File: config.mk
export PLATFORM = sky130hd
export DESIGN_NAME = slot_index_allocator
export DESIGN_NICKNAME = d
export VERILOG_FILES = /design/src/hw/rtl/sia_pkg.sv /design/src/hw/rtl/sia_ram.sv /design/src/hw/rtl/sia_ctrl.sv /design/src/hw/rtl/sia_dp.sv /design/src/hw/rtl/slot_index_allocator.sv
export SDC_FILE = /design/constraint.sdc
export NUM_CORES = 2
export LEC_CHECK = 0
export BUFFER_PORTS_ARGS = -buffer_cell sky130_fd_sc_hd__buf_4
export CAP_MARGIN = 5
export CORE_UTILIZATION = 35
export CTS_CLUSTER_SIZE = 20
export DETAILED_ROUTE_END_ITERATION = 10
export PLACE_DENSITY = 0.5
export RECOVER_POWER = 50
export SYNTH_ARGS = -nofsm -noshare
export SYNTH_HDL_FRONTEND = slang
export SYNTH_SLANG_ARGS = --single-unit
File: constraint.sdc
create_clock -name clock -period 6.2 [get_ports clock]
set_clock_uncertainty 0.05 [all_clocks]
set_input_delay 0.62 -clock clock [delete_from_list [all_inputs] [get_ports clock]]
set_output_delay 0.62 -clock clock [all_outputs]
set_load 0.02 [all_outputs]
File: src/hw/rtl/sia_pkg.sv
// Shared types, constants and helpers for the slot index allocator.
package sia_pkg;

   localparam int WordBits    = 32;
   localparam int OffBits     = 5;
   localparam int SlotInBits  = 11;
   localparam int GrantBits   = 10;
   localparam int ReqDataBits = 16;
   localparam int RspDataBits = 16;

   typedef enum logic [3:0] {
      ST_CLEAR,
      ST_IDLE,
      ST_DISPATCH,
      ST_SCAN,
      ST_SCAN_END,
      ST_DECIDE,
      ST_FREE_RD,
      ST_FREE_WR,
      ST_DONE
   } state_type;

   typedef struct packed {
      logic load_req;
      logic clr_wr;
      logic ptr_clear;
      logic scan_rd;
      logic alloc_commit;
      logic free_rd;
      logic free_commit;
      logic res_zero;
      logic out_load;
   } dp_cmd_type;

   typedef struct packed {
      logic ptr_last;
      logic op_free;
      logic free_in_range;
      logic out_free;
   } dp_sts_type;

   function automatic logic [OffBits-1:0] first_set(input logic [WordBits-1:0] bits);
      logic [OffBits-1:0] pos;
      pos = '0;
      for (int i = WordBits - 1; i >= 0; i--) begin
         if (bits[i]) begin
            pos = OffBits'(i);
         end
      end
      return pos;
   endfunction

endpackage

File: src/hw/rtl/sia_ram.sv
// Generic single-write, single-read RAM with registered read data.
module sia_ram #(
   parameter int Width = 32,
   parameter int Depth = 32,
   parameter int AddrBits = (Depth > 1) ? $clog2(Depth) : 1
) (
   input  logic                clock,
   input  logic                wr_en,
   input  logic [AddrBits-1:0] wr_addr,
   input  logic [Width-1:0]    wr_data,
   input  logic [AddrBits-1:0] rd_addr,
   output logic [Width-1:0]    rd_data
);

   logic [Width-1:0] mem_ff [Depth];
   logic [Width-1:0] rd_data_ff;

   always_ff @(posedge clock) begin
      if (wr_en) begin
         mem_ff[wr_addr] <= wr_data;
      end
      rd_data_ff <= mem_ff[rd_addr];
   end

   assign rd_data = rd_data_ff;

endmodule

File: src/hw/rtl/sia_ctrl.sv
// Controller state machine for the slot index allocator.
module sia_ctrl (
   input  logic                clock,
   input  logic                reset,
   input  logic                req_tvalid,
   output logic                req_tready,
   input  sia_pkg::dp_sts_type sts,
   output sia_pkg::dp_cmd_type cmd
);

   import sia_pkg::*;

   state_type state_ff;
   state_type state_in;

   always_ff @(posedge clock) begin
      if (reset) begin
         state_ff <= ST_CLEAR;
      end else begin
         state_ff <= state_in;
      end
   end

   always_comb begin
      state_in   = state_ff;
      cmd        = '0;
      req_tready = 1'b0;
      case (state_ff)
         ST_CLEAR: begin
            cmd.clr_wr = 1'b1;
            if (sts.ptr_last) begin
               state_in = ST_IDLE;
            end
         end
         ST_IDLE: begin
            req_tready = 1'b1;
            if (req_tvalid) begin
               cmd.load_req = 1'b1;
               state_in     = ST_DISPATCH;
            end
         end
         ST_DISPATCH: begin
            if (sts.op_free) begin
               if (sts.free_in_range) begin
                  state_in = ST_FREE_RD;
               end else begin
                  cmd.res_zero = 1'b1;
                  state_in     = ST_DONE;
               end
            end else begin
               cmd.ptr_clear = 1'b1;
               state_in      = ST_SCAN;
            end
         end
         ST_SCAN: begin
            cmd.scan_rd = 1'b1;
            if (sts.ptr_last) begin
               state_in = ST_SCAN_END;
            end
         end
         ST_SCAN_END: begin
            state_in = ST_DECIDE;
         end
         ST_DECIDE: begin
            cmd.alloc_commit = 1'b1;
            state_in         = ST_DONE;
         end
         ST_FREE_RD: begin
            cmd.free_rd = 1'b1;
            state_in    = ST_FREE_WR;
         end
         ST_FREE_WR: begin
            cmd.free_commit = 1'b1;
            state_in        = ST_DONE;
         end
         ST_DONE: begin
            if (sts.out_free) begin
               cmd.out_load = 1'b1;
               state_in     = ST_IDLE;
            end
         end
         default: begin
            state_in = ST_IDLE;
         end
      endcase
   end

   a_load_needs_room: assert property (@(posedge clock) disable iff (reset)
      cmd.out_load |-> sts.out_free)
      else $error("result loaded while output register busy");

   a_no_accept_in_clear: assert property (@(posedge clock) disable iff (reset)
      state_ff == ST_CLEAR |-> !req_tready)
      else $error("request accepted during clearing pass");

   a_scan_follows_dispatch: assert property (@(posedge clock) disable iff (reset)
      cmd.ptr_clear |=> state_ff == ST_SCAN)
      else $error("scan did not start after dispatch");

endmodule

File: src/hw/rtl/sia_dp.sv
// Datapath: used-slot bitmap RAM, search hint, word scan and result registers.
module sia_dp #(
   parameter int Slots = 1024
) (
   input  logic                clock,
   input  logic                reset,
   input  sia_pkg::dp_cmd_type cmd,
   output sia_pkg::dp_sts_type sts,
   input  logic [sia_pkg::ReqDataBits-1:0] req_tdata,
   input  logic                req_tuser,
   output logic [sia_pkg::RspDataBits-1:0] rsp_tdata,
   output logic                rsp_tuser,
   output logic                rsp_tvalid,
   input  logic                rsp_tready
);

   import sia_pkg::*;

   localparam int Words    = (Slots + WordBits - 1) / WordBits;
   localparam int AddrBits = (Words > 1) ? $clog2(Words) : 1;
   localparam int IdxBits  = AddrBits + OffBits;
   localparam int HintBits = $clog2(Slots + 1);
   localparam int CmpBits  = IdxBits + 1;
   localparam int TailBits = Slots - (Words - 1) * WordBits;
   localparam logic [WordBits-1:0] TailMask = {WordBits{1'b1}} >> (WordBits - TailBits);
   localparam logic [AddrBits-1:0] LastAddr = AddrBits'(Words - 1);

   // latched request
   logic                  op_ff;
   logic [SlotInBits-1:0] slot_ff;

   logic [AddrBits-1:0] ptr_ff, ptr_in;
   logic                eval_valid_ff;
   logic [AddrBits-1:0] eval_addr_ff;
   logic [HintBits-1:0] hint_ff, hint_in;

   logic                up_found_ff, lo_found_ff;
   logic [IdxBits-1:0]  up_slot_ff, lo_slot_ff;
   logic [WordBits-1:0] up_word_ff, lo_word_ff;

   logic [GrantBits-1:0] res_slot_ff;
   logic                 res_nofree_ff;
   logic                 rsp_valid_ff;
   logic [GrantBits-1:0] rsp_slot_ff;
   logic                 rsp_nofree_ff;

   logic                wr_en;
   logic [AddrBits-1:0] wr_addr, rd_addr;
   logic [WordBits-1:0] wr_data, rd_data;

   logic [AddrBits-1:0] free_addr;
   logic [OffBits-1:0]  free_off;
   logic [CmpBits-1:0]  hint_ext;
   logic [AddrBits:0]   hint_word;
   logic [OffBits-1:0]  hint_off;
   logic [WordBits-1:0] free_bits, ge_mask, up_bits, lo_bits;
   logic                have;
   logic [IdxBits-1:0]  pick_slot;
   logic [WordBits-1:0] pick_word;

   sia_ram #(
      .Width (WordBits),
      .Depth (Words)
   ) u_map (
      .clock   (clock),
      .wr_en   (wr_en),
      .wr_addr (wr_addr),
      .wr_data (wr_data),
      .rd_addr (rd_addr),
      .rd_data (rd_data)
   );

   assign free_addr = AddrBits'(slot_ff[SlotInBits-1:OffBits]);
   assign free_off  = slot_ff[OffBits-1:0];

   assign hint_ext  = CmpBits'(hint_ff);
   assign hint_word = hint_ext[CmpBits-1:OffBits];
   assign hint_off  = hint_ext[OffBits-1:0];

   assign have      = up_found_ff | lo_found_ff;
   assign pick_slot = up_found_ff ? up_slot_ff : lo_slot_ff;
   assign pick_word = up_found_ff ? up_word_ff : lo_word_ff;

   // split the free bits of the word just read around the hint
   always_comb begin
      free_bits = ~rd_data & ((eval_addr_ff == LastAddr) ? TailMask : {WordBits{1'b1}});
      ge_mask   = {WordBits{1'b1}} << hint_off;
      if ({1'b0, eval_addr_ff} > hint_word) begin
         up_bits = free_bits;
         lo_bits = '0;
      end else if ({1'b0, eval_addr_ff} == hint_word) begin
         up_bits = free_bits & ge_mask;
         lo_bits = free_bits & ~ge_mask;
      end else begin
         up_bits = '0;
         lo_bits = free_bits;
      end
   end

   always_comb begin
      wr_en   = 1'b0;
      wr_addr = ptr_ff;
      wr_data = '0;
      if (cmd.clr_wr) begin
         wr_en = 1'b1;
      end else if (cmd.alloc_commit && have) begin
         wr_en   = 1'b1;
         wr_addr = pick_slot[IdxBits-1:OffBits];
         wr_data = pick_word | (WordBits'(1) << pick_slot[OffBits-1:0]);
      end else if (cmd.free_commit) begin
         wr_en   = 1'b1;
         wr_addr = free_addr;
         wr_data = rd_data & ~(WordBits'(1) << free_off);
      end
   end

   assign rd_addr = cmd.free_rd ? free_addr : ptr_ff;

   always_comb begin
      ptr_in = ptr_ff;
      if (cmd.ptr_clear) begin
         ptr_in = '0;
      end else if (cmd.clr_wr || cmd.scan_rd) begin
         ptr_in = ptr_ff + AddrBits'(1);
      end
   end

   always_comb begin
      hint_in = hint_ff;
      if (cmd.alloc_commit && have) begin
         hint_in = HintBits'(CmpBits'(pick_slot) + CmpBits'(1));
      end else if (cmd.free_commit && (32'(slot_ff) < 32'(hint_ff))) begin
         hint_in = HintBits'(slot_ff);
      end
   end

   always_ff @(posedge clock) begin
      if (reset) begin
         ptr_ff        <= '0;
         eval_valid_ff <= 1'b0;
         hint_ff       <= '0;
         up_found_ff   <= 1'b0;
         lo_found_ff   <= 1'b0;
         rsp_valid_ff  <= 1'b0;
      end else begin
         ptr_ff        <= ptr_in;
         eval_valid_ff <= cmd.scan_rd;
         hint_ff       <= hint_in;
         if (cmd.ptr_clear) begin
            up_found_ff <= 1'b0;
            lo_found_ff <= 1'b0;
         end else if (eval_valid_ff) begin
            if (!up_found_ff && (|up_bits)) begin
               up_found_ff <= 1'b1;
            end
            if (!lo_found_ff && (|lo_bits)) begin
               lo_found_ff <= 1'b1;
            end
         end
         if (cmd.out_load) begin
            rsp_valid_ff <= 1'b1;
         end else if (rsp_tready) begin
            rsp_valid_ff <= 1'b0;
         end
      end
   end

   always_ff @(posedge clock) begin
      eval_addr_ff <= ptr_ff;
      if (cmd.load_req) begin
         op_ff   <= req_tuser;
         slot_ff <= req_tdata[SlotInBits-1:0];
      end
      if (eval_valid_ff && !cmd.ptr_clear) begin
         if (!up_found_ff && (|up_bits)) begin
            up_slot_ff <= {eval_addr_ff, first_set(up_bits)};
            up_word_ff <= rd_data;
         end
         if (!lo_found_ff && (|lo_bits)) begin
            lo_slot_ff <= {eval_addr_ff, first_set(lo_bits)};
            lo_word_ff <= rd_data;
         end
      end
      if (cmd.alloc_commit) begin
         res_slot_ff   <= have ? GrantBits'(pick_slot) : '0;
         res_nofree_ff <= !have;
      end else if (cmd.free_commit || cmd.res_zero) begin
         res_slot_ff   <= '0;
         res_nofree_ff <= 1'b0;
      end
      if (cmd.out_load) begin
         rsp_slot_ff   <= res_slot_ff;
         rsp_nofree_ff <= res_nofree_ff;
      end
   end

   assign sts.ptr_last      = (ptr_ff == LastAddr);
   assign sts.op_free       = op_ff;
   assign sts.free_in_range = (32'(slot_ff) < 32'(Slots));
   assign sts.out_free      = !rsp_valid_ff || rsp_tready;

   assign rsp_tvalid = rsp_valid_ff;
   assign rsp_tdata  = RspDataBits'(rsp_slot_ff);
   assign rsp_tuser  = rsp_nofree_ff;

   a_hint_after_grant: assert property (@(posedge clock) disable iff (reset)
      (cmd.alloc_commit && have) |=> hint_ff != '0)
      else $error("hint not advanced past granted slot");

   a_free_never_raises_hint: assert property (@(posedge clock) disable iff (reset)
      cmd.free_commit |=> hint_ff <= $past(hint_ff))
      else $error("free raised the search hint");

   a_nofree_zero_slot: assert property (@(posedge clock) disable iff (reset)
      (rsp_valid_ff && rsp_nofree_ff) |-> rsp_slot_ff == '0)
      else $error("failed allocate carries a nonzero slot");

endmodule

File: src/hw/rtl/slot_index_allocator.sv
// Top level of the slot index allocator: bitmap slot pool with search hint.
//
//   port group  dir  tdata fields (low bit up)   tuser
//   req_*       in   slot_to_free[10:0], pad     operation (0 alloc, 1 free)
//   rsp_*       out  granted_slot[9:0], pad      no_free
//
// Allocate: dispatch, then a scan of the bitmap RAM at one word per cycle through its
//   single read port, then a decide step that commits the grant.
// Free: read-modify-write of one bitmap word; an out-of-range free goes straight to the result.
// After reset a clearing pass writes zero to every bitmap word; no beat
//   is accepted until it ends.
// One request at a time; the next beat is accepted while a result waits in the
//   output register, and a stalled result holds the block only at its next result.
module slot_index_allocator #(
   parameter int SLOTS = 1024
) (
   input  logic        clock,
   input  logic        reset,
   input  logic        req_tvalid,
   output logic        req_tready,
   input  logic [15:0] req_tdata,   // slot_to_free[10:0], zero pad
   input  logic        req_tuser,   // operation
   output logic        rsp_tvalid,
   input  logic        rsp_tready,
   output logic [15:0] rsp_tdata,   // granted_slot[9:0], zero pad
   output logic        rsp_tuser    // no_free
);

   import sia_pkg::*;

   dp_cmd_type cmd;
   dp_sts_type sts;

   sia_ctrl u_ctrl (
      .clock      (clock),
      .reset      (reset),
      .req_tvalid (req_tvalid),
      .req_tready (req_tready),
      .sts        (sts),
      .cmd        (cmd)
   );

   sia_dp #(
      .Slots (SLOTS)
   ) u_dp (
      .clock      (clock),
      .reset      (reset),
      .cmd        (cmd),
      .sts        (sts),
      .req_tdata  (req_tdata),
      .req_tuser  (req_tuser),
      .rsp_tdata  (rsp_tdata),
      .rsp_tuser  (rsp_tuser),
      .rsp_tvalid (rsp_tvalid),
      .rsp_tready (rsp_tready)
   );

endmodule

# Word level (Yosys, flattened, before mapping)
# Memory sizes are Yosys's and may differ from the RTL's. A register that Yosys moved wholly into a read port is not among the register bits.
# Cells that the tools add are included.
[word_totals] reg_bits=147 ramBits=1024 out_inout_bits=19 wordCells=204 mem_count=1
[classes] addsub=2 n_lt_le_gt_ge=3 eq_ne=14 n_shift=3 n_mux=111 bitwise_logic=8 reduce_logical=34
[memory_table] memory="u_dp.u_map.mem_ff" words=32 width=32 read_ports=1 rd_clocked_by_memory_dff=1 wr=1 line="sia_ram.sv:15" source="logic [Width-1:0] mem_ff [Depth];"
[op_table] operator="$mux W32" n=8
[op_table] operator="$mux W5" n=36
[op_table] operator="$and A32 B32 Y32" n=3
[op_table] operator="$not A32 Y32" n=3
[op_table] operator="$mux W4" n=22
[op_table] operator="$reduce_or A32 Y1" n=2
[op_table] operator="$shl A1 B5 Y32 const A" n=2
[op_table] operator="$mux W10" n=4
[op_table] operator="$or A32 B32 Y32" n=1
[op_table] operator="$pmux W4 S8" n=1
[op_table] operator="$reduce_or A16 Y1" n=2
[op_table] operator="$shl A32 B5 Y32 const A" n=1
[op_table] operator="$mux W1" n=26
[op_table] operator="$mux W3" n=8
[op_table] operator="$mux W11" n=2
[op_table] operator="$eq A4 B3 Y1 const B" n=4
[op_table] operator="$reduce_or A8 Y1" n=2
[op_table] operator="$add A10 B1 Y11 const B" n=1
[op_table] operator="$lt A11 B11 Y1" n=1
[op_table] operator="$lt A11 B11 Y1 const B" n=1
[op_table] operator="$eq A4 B2 Y1 const B" n=2
[op_table] operator="$mux W2" n=4
[op_table] operator="$ne A2 B2 Y1 const B" n=4
[op_table] operator="$reduce_and A2 Y1" n=4
[op_table] operator="other kinds (15)" n=31

# Depth between registers and ports, before layout
[logic_depth] ltp_word=36 depth_mapped=12 ltp_nobuf=10

# Modules after synthesis
# From an unflattened synthesis, not the netlist that was laid out.
[unflattened] cells_unflattened=3222 area_unflattened_um2=49762.7
[by_module_without_submodules] module="sia_ram" n_inst=1 cells_per_inst=2260 area_per_inst_um2=40492.6
[by_module_without_submodules] module="sia_dp" n_inst=1 cells_per_inst=911 area_per_inst_um2=8884.8
[by_module_without_submodules] module="sia_ctrl" n_inst=1 cells_per_inst=51 area_per_inst_um2=385.4

# Least setup slack after synthesis
# OpenSTA, ideal clock, no wires.
[synth_path] kind="register to register" startpoint="register u_dp.hint_ff[9] (netlist: u_dp.hint_ext[9])" endpoint="register u_dp.up_slot_ff[0] (enable)" arrival_ns=5.019 slack_ns=0.637 stages_incl_launch_ff=13 cell_sequence="dfxtp_1 -> inv_1 -> ha_1 -> and4b_1 -> o21ai_2 -> a311o_1 -> buf_6 -> buf_6 -> a21oi_1 -> nor4_1 -> nand4_1 -> nor2_1 -> nor3_1"
[synth_via] elab_chain_len=6
[synth_lines] item="start: declaration" line="sia_dp.sv:35" source="logic [HintBits-1:0] hint_ff, hint_in;"
[synth_lines] item="start signal: assignment" line="sia_dp.sv:148" source="hint_ff <= hint_in;"
[synth_lines] item="branches (longest 2 deep; another with $gt A5 B6 Y1)"
[synth_lines] item="$mux W32 *" line="sia_dp.sv:88" source="if ({1'b0, eval_addr_ff} > hint_word) begin"
[synth_lines] item="$reduce_or A32 Y1 *" line="sia_dp.sv:175" source="if (!up_found_ff && (|up_bits)) begin"
[synth_lines] item="$logic_and A1 B1 Y1 *" line="sia_dp.sv:175"
[synth_lines] item="$reduce_and A2 Y1 (no line) *"
[synth_lines] item="end signal: assignment" line="sia_dp.sv:176" source="up_slot_ff <= {eval_addr_ff, first_set(up_bits)};"
[synth_lines] item="end: declaration" line="sia_dp.sv:38" source="logic [IdxBits-1:0] up_slot_ff, lo_slot_ff;"
# Mark *: on every way between the ends.
# A chain may end at the register's enable or synchronous reset.

# Worst setup path after layout
[layout_path] startpoint="register u_dp.up_found_ff" endpoint="memory u_dp.u_map.mem_ff[13][8], data pin"
[layout_via] elab_chain_len=5
[layout_lines] item="start: declaration" line="sia_dp.sv:37" source="logic up_found_ff, lo_found_ff;"
[layout_lines] item="start signal: assignment" line="sia_dp.sv:142" source="up_found_ff <= 1'b0;"
[layout_lines] item="start signal: assignment" line="sia_dp.sv:150" source="up_found_ff <= 1'b0;"
[layout_lines] item="start signal: assignment" line="sia_dp.sv:154" source="up_found_ff <= 1'b1;"
[layout_lines] item="$mux W10" line="sia_dp.sv:81" source="assign pick_slot = up_found_ff ? up_slot_ff : lo_slot_ff;"
[layout_lines] item="$shl A1 B5 Y32" line="sia_dp.sv:109" source="wr_data = pick_word | (WordBits'(1) << pick_slot[OffBits-1:0]);"
[layout_lines] item="$or A32 B32 Y32" line="sia_dp.sv:109"
[layout_lines] item="$mux W32 *" line="sia_dp.sv:106" source="end else if (cmd.alloc_commit && have) begin"
[layout_lines] item="$mux W32 *" line="sia_dp.sv:104" source="if (cmd.clr_wr) begin"
[layout_lines] item="net u_dp.u_map.wr_data[8]" line="sia_ram.sv:10" source="input logic [Width-1:0] wr_data,"
[layout_lines] item="end: declaration" line="sia_ram.sv:15"
# Mark *: on every way through the listed nets, which the timed path passes. The rest lies on a longest branch.

==> impl_metrics.py <==
metrics = {
    "cts": {
        "ctsHtreeMaxLevel": 4,
        "cts.clk_slew.worst_paths_ps": 60,
        "clock_path_buffers": 3,
        "cts_tree": "yes",
        "cts-root-buf": "clkbuf_16",
        "cts_buffers": 134,
        "insertion_delay_ps": 780,
        "cts_setup_buffers": 0,
        "cts_num_sinks": 1203,
    },
    "synthesis": {
        "avgSynthCellArea_sq_um": 13.4,
        "syn_inst": 3683,
        "ys_types": 84,
        "synthFlopType": "edfxtp_1",
        "ys_ff_latch": 1203,
        "yosys_warnings": 0,
        "syn_area_sq_um": 49200,
        "async_reset_ff_share_pct": 0,
        "seq_area_frac_synth_pct": 72.1,
        "synth-edff-count": 1142,
    },
    "worst_setup_path": {
        "endpoint_kind": "flop",
        "cp.required_ps": 6320,
        "crit_path_top_delay_cell": "o21ai_1",
        "rrSetupSlack_ps": 810,
        "cp-start-kind": "flop",
        "cpPeakStageDelay_ps": 2090,
        "criticalPathCategory": "reg2reg",
        "r2r_cells": 5,
        "crit_chain": "mux2i_1, ha_1, and2_1, a221oi_1, o21ai_1",
        "rr_endpoint": "u_dp.u_map.mem_ff[13][8]",
        "worstPathMaxFanout": 32,
        "crit_family": "compound AO/OA/AOI/OAI gates",
        "worstPathArrival_ps": 5510,
        "r2r_start": "u_dp.up_found_ff",
        "worst-path-buf-inv": 0,
    },
    "placed_design": {
        "dp_slack_ps": 1680,
        "dp_hpwl_mm": 82.0,
        "io_buffers": 28,
        "dp.cells": 5458,
        "place_congestion": 0.893,
    },
    "sta": {
        "slew_viol_final": 462,
        "worst_slew_margin_rel_pct": -87.4,
        "fin_crit_ps": 5390,
        "hold_viol": 0,
        "timing.final.crit_share_pct": 86.9,
        "max_freq_ghz": 0.186,
        "tightest_slew_ps": 2790,
        "setup_ws_ps": 810,
        "setup_viol": 0,
        "tns_ps": 0,
        "rsz0062_at_grt": "no",
        "hold_ws_ps": 76.9,
    },
    "min_path": {
        "hold_class": "in2reg",
        "worstHoldStart": "rsp_tready",
        "hold_path_end": "u_dp.rsp_tvalid",
        "whs_path_depth": 3,
    },
    "global_routing": {
        "grt_pass1_wl_mm": 208,
        "grt_pass1_vias": 29700,
        "antenna_found_initial": 5,
        "grt_start_max_net_pins": 92,
        "grt.total_usage_pct": 20.0,
        "grt-ovfl-total": 0,
    },
    "floorplan": {
        "die-height_microns": 377,
        "ios": 40,
        "die_w_microns": 377,
        "rows": 137,
        "design.die.area_sq_um": 142000,
        "core_sq_um": 140000,
        "initial_utilization_pct": 35.3,
    },
    "drt": {
        "routed_via_density": 5.38,
        "drt_pass1_iterations": 6,
        "wl_per_cell_microns": 25.0,
        "drtIter0Drc": 2679,
        "vias": 30700,
        "drc": 0,
        "postRouteAntennaNets": 0,
        "routed_wl_mm": 143,
    },
    "cells_and_area": {
        "drive_above_1_share_pct": 10.0,
        "finalNonFillerCells": 5714,
        "areaGrowthSynthToFinish_pct": 14.6,
        "nets": 3774,
    },
    "status": {
        "status": "complete, but fails checks",
        "violations": "capacitance limit, slew limit",
    },
    "power": {
        "powerDensity_nw_per_um2": 379,
        "ir_drop_mv": 0.276,
        "p_leak_uw": 0.0174,
    },
    "flow_run": {
        "maxCapViolations": 14,
    },
}
-- sequential cells by signal, summed over array words and instances (netlist names), 10 cells and up --
signal and flops:
u_dp.lo_word_ff 32, u_dp.hint_ext 11, u_dp.u_map.rd_data 32, u_dp.u_map.mem_ff 1024
u_dp.slot_ff 11, u_dp.up_word_ff 32, u_dp.res_slot_ff 10, u_dp.up_slot_ff 10
u_dp.rsp_slot_ff 10, u_dp.lo_slot_ff 10
-- how the worst max path moves through the flow --
stage	slack, ps	from	end	cells past startpoint
6_report	810	u_dp.up_found_ff	u_dp.u_map.mem_ff[13][8]	5
3_3_place_gp	1670	u_dp.hint_ext[9]	u_dp.up_slot_ff[0]	11
4_1_cts	1620	u_dp.hint_ext[9]	u_dp.up_word_ff[31]	11
2_1_floorplan	640	u_dp.hint_ext[9]	u_dp.up_slot_ff[0]	12
3_5_place_dp	1680	u_dp.hint_ext[9]	u_dp.up_slot_ff[0]	11
5_1_grt	640	u_dp.up_found_ff	u_dp.u_map.mem_ff[6][19]	7
-- where the power goes --
part / total [uW] / switching, uW / internal (uW)
Combinational: 3800 / 2580 / 1220
Clock: 7910 / 3350 / 4560
Sequential: 9690 / 469 / 9220
Total: 21400 / 6390 / 15000
-- layout by cell type (no fill, tap or decap), types with 21 or more instances in the layout --
master,count
clkbuf_16,135
o21ai_0,37
a21oi_1,76
buf_4,71
nand3_1,298
nor3_1,21
clkbuf_1,74
nand2_1,862
inv_1,34
nor2_1,81
ha_1,23
a32oi_1,131
nor4_2,23
nor2b_1,53
mux2i_1,151
nor2_4,26
a31oi_1,133
dfxtp_1,61
edfxtp_1,1142
a221oi_1,37
-- worst register-to-register path, stage by stage, from the launching register on --
cell,delay (ps)
dfxtp_1,970
mux2i_1,890
ha_1,300
and2_1,300
a221oi_1,130
o21ai_1,2090
-- per-stage QoR --
step	util, %	total power (uW)	instance area [sq um]
floorplan	-	12200	49300
global placement	37.4	13600	52200
detailed placement	37.4	13600	52200
CTS	40.6	21500	56700
global route	40.4	22200	56400
finish	40.4	21400	56400
-- routing by layer --
| layer | vias to the layer above | part of all wire [%] | global-route usage, % |
|---|---|---|---|
| met3 | 176 | 5.0 | 2.91 |
| li1 | 14000 | - | - |
| met5 | - | 0 | 0 |
| met2 | 855 | 47 | 31.6 |
| met4 | 0 | 1.9 | 5.02 |
| met1 | 15700 | 47 | 28.7 |
-- area by class of cell --
| cell class | instances | area [sq um] |
|---|---|---|
| Fill cell | 13000 | 83100 |
| Sequential cell | 1203 | 35500 |
| Multi-Input combinational cell | 2208 | 12800 |
| Clock buffer | 175 | 3550 |
| Tap cell | 1876 | 2350 |
| Timing Repair Buffer | 149 | 1190 |
| Clock inverter | 68 | 831 |
| Inverter | 34 | 128 |
| Antenna cell | 1 | 2.50 |
-- synth_stat cells (all sizes together), types with 7 or more instances --
cell	count	area [sq um]
nor3b	7	52.6
o31ai	10	75.1
ha	23	288
o21ai	61	309
nor4	42	422
edfxtp	1142	34300
nor2	108	418
clkbuf	110	413
and3	9	56.3
a32oi	131	1150
inv	34	128
a31oi	137	857
nand2b	12	75.1
o22ai	12	75.1
a221oi	37	324
buf	133	766
nand3	298	1490
nor3	25	135
a21oi	76	380
nor2b	53	332
nand2	864	3250
or3	10	62.6
mux2i	152	1530
a21o	13	97.6
dfxtp	61	1220
a211oi	17	128
-- repair_timing --
action,in CTS,in global routing
endpoints found under the hold margin,12,0
hold buffers,12,0
gates resized for setup,0,0
-- cells by family after synthesis --
family	synth area share [%]
buf+inv	2.65
compound gates	8.06
xor+xnor	0.160
fa+ha+maj	0.584
mux	3.15
simple gates	13.3
other cells	0.00762
flops	72.1
Power figures use the tool's default switching activity.
